File: src/hw/rtl/dhs_ram.sv
// Simple dual-port RAM: one write port, one read port with registered data.
module dhs_ram #(
   parameter int WIDTH = 8,
   parameter int DEPTH = 16
) (
   input  logic                     clock,
   input  logic                     wr_en,
   input  logic [$clog2(DEPTH)-1:0] wr_addr,
   input  logic [WIDTH-1:0]         wr_data,
   input  logic                     rd_en,
   input  logic [$clog2(DEPTH)-1:0] rd_addr,
   output logic [WIDTH-1:0]         rd_data
);

   logic [WIDTH-1:0] mem [DEPTH];
   logic [WIDTH-1:0] rd_data_ff;

   always_ff @(posedge clock) begin
      if (wr_en) begin
         mem[wr_addr] <= wr_data;
      end
      if (rd_en) begin
         rd_data_ff <= mem[rd_addr];
      end
   end

   assign rd_data = rd_data_ff;

endmodule

File: config.mk
export PLATFORM = sky130hd
export DESIGN_NAME = dhs_ram
export DESIGN_NICKNAME = d
export VERILOG_FILES = /design/src/hw/rtl/dhs_ram.sv
export SDC_FILE = /design/constraint.sdc
export NUM_CORES = 1
export LEC_CHECK = 0
export BUFFER_PORTS_ARGS = -buffer_cell sky130_fd_sc_hd__clkbuf_2
export CAP_MARGIN = 20
export CORE_MARGIN = 4
export CORE_UTILIZATION = 60
export CTS_CLUSTER_SIZE = 12
export DETAILED_ROUTE_END_ITERATION = 16
export HOLD_SLACK_MARGIN = 0.12
export PLACE_DENSITY_LB_ADDON = 0.1
export SLEW_MARGIN = 20
export SYNTH_ARGS = -nofsm -noshare
export SYNTH_HDL_FRONTEND = slang
export SYNTH_SLANG_ARGS = --single-unit
export TNS_END_PERCENT = 1
File: constraint.sdc
create_clock -name clock -period 4.89 [get_ports clock]
set_input_delay 0.978 -clock clock [delete_from_list [all_inputs] [get_ports clock]]
set_output_delay 0.978 -clock clock [all_outputs]
set_load 0.03 [all_outputs]
Word-level counts from Yosys, hierarchy flattened:

Memories as Yosys holds them, arrays and structs flattened. A register that Yosys moved wholly into a read port is not among the register bits.
Cells that the tools add are included.

* RAM bits: 128
* memory bits (read-only): 0
* register bits: 0
* bits in latches: 0
* logic and storage cells: 3
* input port bits: 19
* output and inout bits: 8
* memories kept: 1

* mux-type cells: 2
* multiply operators: 0
* bitwise operators: 0
* shifts and indexed selects: 0
* add/subtract/negate cells: 0
* equality and inequality tests: 0
* divide/modulo/power cells: 0
* reduce and logical (&&, ||, !) cells: 0
* $lt $le $gt $ge: 0

Memory list
* mem: depth 16, width 8, read ports 1, clocked after Yosys merged registers in 1, write ports 1, line 15 `logic [WIDTH-1:0] mem [DEPTH];`

Operator list (number)
* 1-bit two-way mux: 2

Logic depth before layout (Yosys ltp):

* depth after elaboration: 2
* depth in mapped cells: 5
* depth with buffers taken out: 3

Least setup slack after synthesis:

No wires, ideal clock.

* path type: in2reg
* from: input port wr_addr[2]
* to: memory mem[0][0], enable pin
* setup time: 0.383 ns
* slack: 2.419 ns
* required time: 4.507 ns
* path buffers: 0
* stages on the path: 2
* arrival: 2.088 ns
* path through: or3b_2 > nor3_1

RTL lines
* start: declaration: line 8 `input logic [$clog2(DEPTH)-1:0] wr_addr,`
* end: declaration: line 15

No word-level cell before the write port.

==> summary.txt <==
Timing
  • Setup TNS: 0 ns
  • Clk_skew: 0.006794 ns
  • Worst Max-Slew Pin Slew: 1.027 ns
  • Slew Limit Fails: 0
  • Setup violations, final: 0
  • Final setup margin: 2.320 ns
  • Endpoints failing hold: 0
  • Fmax: 389.1 MHz
  • Final Cycle Share: 0.5256
  • Max_slew headroom: 0.3154
  • Final min period: 2.570 ns
  • RSZ-0062 raised after global routing: no

Clock network
  • Post CTS Setup Buffer Count: 0
  • Clock latency at the later pin of the worst-skew pair: 0.51 ns
  • CTS tree: yes
  • Clock root buffer: clkbuf_8
  • H-tree lvl count: 4
  • Resized cells post-CTS: 0
  • # hold bufs at CTS: 0
  • Max Root-Sink Buffers: 2
  • Clk slew on worst S/H paths: 0.06 ns
  • TritonCTS buffer count: 17
  • Clock Sinks: 136

Drt
  • Drt total wl: 9355 um
  • DR vias/cell: 6.315
  • WL per Instance: 24.36 um
  • Vias: 2425
  • DRC viols: 0
  • DRT Pass-1 Iters: 4
  • Initial DRC Count: 262
  • Post-DRT Antenna Nets: 0

Placed design
  • Final GP Congestion: 0.7248
  • Hpwl dp: 5728 um
  • Dpl ws: 1.698 ns
  • IO buf count: 26

Worst setup path
  • CP max FO: 31
  • CP arrival: 2.82 ns
  • Worst R2R Start: mem[0][2]
  • Crit-path max cell delay: 0.76 ns
  • Worst EP required: 5.14 ns
  • Crit end category: flop
  • Setup slack, reg-to-reg: 3.34 ns
  • CP top delay family: buffers and inverters
  • Critical path type: in -> reg
  • R2R depth: 3
  • CP cell instances: buf_2 -> mux4_1 -> a22oi_1 -> nand2_1
  • FF-to-FF End: rd_data[2]
  • CP bufs+invs: 1
  • Worst setup SP type: input pin
  • Crit-path slowest cell: buf_2

GRT
  • Pin count of the biggest net entering global routing: 33
  • Number of global-route vias before repair: 2493
  • Gr usage total: 0.2043
  • First-pass GRT wire length: 14730 um
  • Total congestion overflow: 0
  • Initial antenna violation count: 0

Synthesis
  • Register area share after synthesis: 0.7812
  • Syn Inst Count: 229
  • Synthesized Nets: 248
  • Syn_area_per_cell: 22.83 um2
  • Number of synthesized flops with an enable pin: 136
  • Post-Synthesis Cell Area: 0.005228 mm2
  • Main synth FF type: edfxtp_1
  • Yosys cell types: 18
  • Yosys reg bits: 136
  • Yosys warnings: 0
  • Async SR Flop Fraction: 0

Final layout
  • Number of fill cells: 465
  • Area growth from synthesis to layout: 15.25%
  • Area taken by multi-input logic gates: 0.001072 mm2
  • Share of cells above drive strength 1: 0.2939
  • Final Net Count: 285
  • Register area: 0.004084 mm2
  • ANT cells: 0

Floorplanning
  • Full die area: 0.01027 mm2
  • Die Y: 101.3 um
  • Starting density of the core: 0.6268
  • Die W: 101.3 um
  • Core area: 0.008341 mm2
  • FP Rows: 33
  • I/O pin cnt: 27

Hold path
  • Hold Crit Depth: 3
  • Hold/Removal Path Class: reg -> reg
  • Hold Path End: rd_data[6]
  • Hold path startpoint: mem[15][6]

Power and ir drop
  • Leakage: 2.016 nW
  • Worst vdd ir: 0.2881 mV
  • Pwr/cell area: 445.8 mW/mm2

Status
  • Outcome: complete, no violations

Flow run
  • Max_cap viols: 0
[final cells by class]
cell class              count  area share
flip-flops and latches    136      0.6779
repair buffers             28     0.02409
multi-input cells          83      0.1780
well taps                 105     0.02181
clock buffers              17     0.06874
clock inverters            15     0.02949
[state kept, by name, summed over array words and instances, names as in the netlist]
register,flops
mem,128
rd_data,8
[Yosys cell counts, types with 2 or more instances]
cell type,n,area share
edfxtp_1,136,0.78
mux4_2,18,0.078
a22oi_1,16,0.023
mux4_1,14,0.070
nor2_1,13,0.0093
nand2_1,9,0.0065
nor3_1,4,0.0038
buf_2,3,0.0029
buf_6,3,0.0065
clkdlybuf4s25_2,3,0.0057
nand2b_1,2,0.0024
nand3b_1,2,0.0029
[metrics by stage]
step	util	std cells	power [mW]	hold WS, ns	cell area [um2]
final	0.7223	384	2.686	0.7557	6025
after global routing	0.7223	384	2.777	0.7866	6025
after CTS	0.7223	384	2.706	0.7584	6025
after detailed placement	0.6514	352	1.468	0.7364	5433
after global placement	0.6508	352	1.465	0.7298	5428
after floorplan	-	229	1.421	0.7048	5228
[cells in the final DEF (no fill, tap or decap), types with 2 or more instances in the layout]
| master | n |
|---|---|
| nand2b_1 | 2 |
| clkbuf_2 | 25 |
| inv_6 | 2 |
| nand2_1 | 9 |
| a22oi_1 | 16 |
| buf_4 | 2 |
| clkinv_4 | 4 |
| clkinvlp_4 | 2 |
| bufinv_16 | 3 |
| clkinv_2 | 4 |
| mux4_2 | 18 |
| nand3b_1 | 2 |
| nor3_2 | 3 |
| edfxtp_1 | 136 |
| clkbuf_16 | 16 |
| nor2_1 | 13 |
| mux4_1 | 14 |
[worst max-delay path by stage]
| stage | end | depth (start not counted) | from | slack, ns |
|---|---|---|---|---|
| after global placement | rd_data[2] | 4 | rd_addr[0] | 1.76 |
| after floorplan | mem[0][0] | 2 | wr_addr[2] | 2.42 |
| final | rd_data[2] | 4 | rd_addr[0] | 2.32 |
| after detailed placement | rd_data[2] | 4 | rd_addr[0] | 1.70 |
| after CTS | rd_data[2] | 4 | rd_addr[0] | 2.21 |
| after global routing | rd_data[2] | 4 | rd_addr[0] | 2.20 |
[layer usage]
metal  share of wire  wire length, um  track usage
met1            0.43             4032       0.2861
met2            0.49             4593       0.3159
met3           0.064              600      0.05441
met4           0.014              128      0.07464
met5               0                0            0
[worst register-to-register path, stage by stage (launching register included)]
cell      delay [ns]
edfxtp_1        0.39
mux4_1          0.52
a22oi_1         0.30
nand2_1         0.09
[power by group]
part	switching (mW)	internal, mW
registers	0.00668	1.31
clock network	0.464	0.778
logic	0.0769	0.0459
[kinds of logic (layout without fill, tap and decap cells)]
family | count (synthesis) | after routing | synth area share
compound gates | 16 | 16 | 0.02298
buf+inv | 10 | 60 | 0.01651
simple gates | 35 | 35 | 0.03136
mux | 32 | 32 | 0.1479
flops | 136 | 136 | 0.7812
Note: power is estimated with default switching activity, not from simulation.
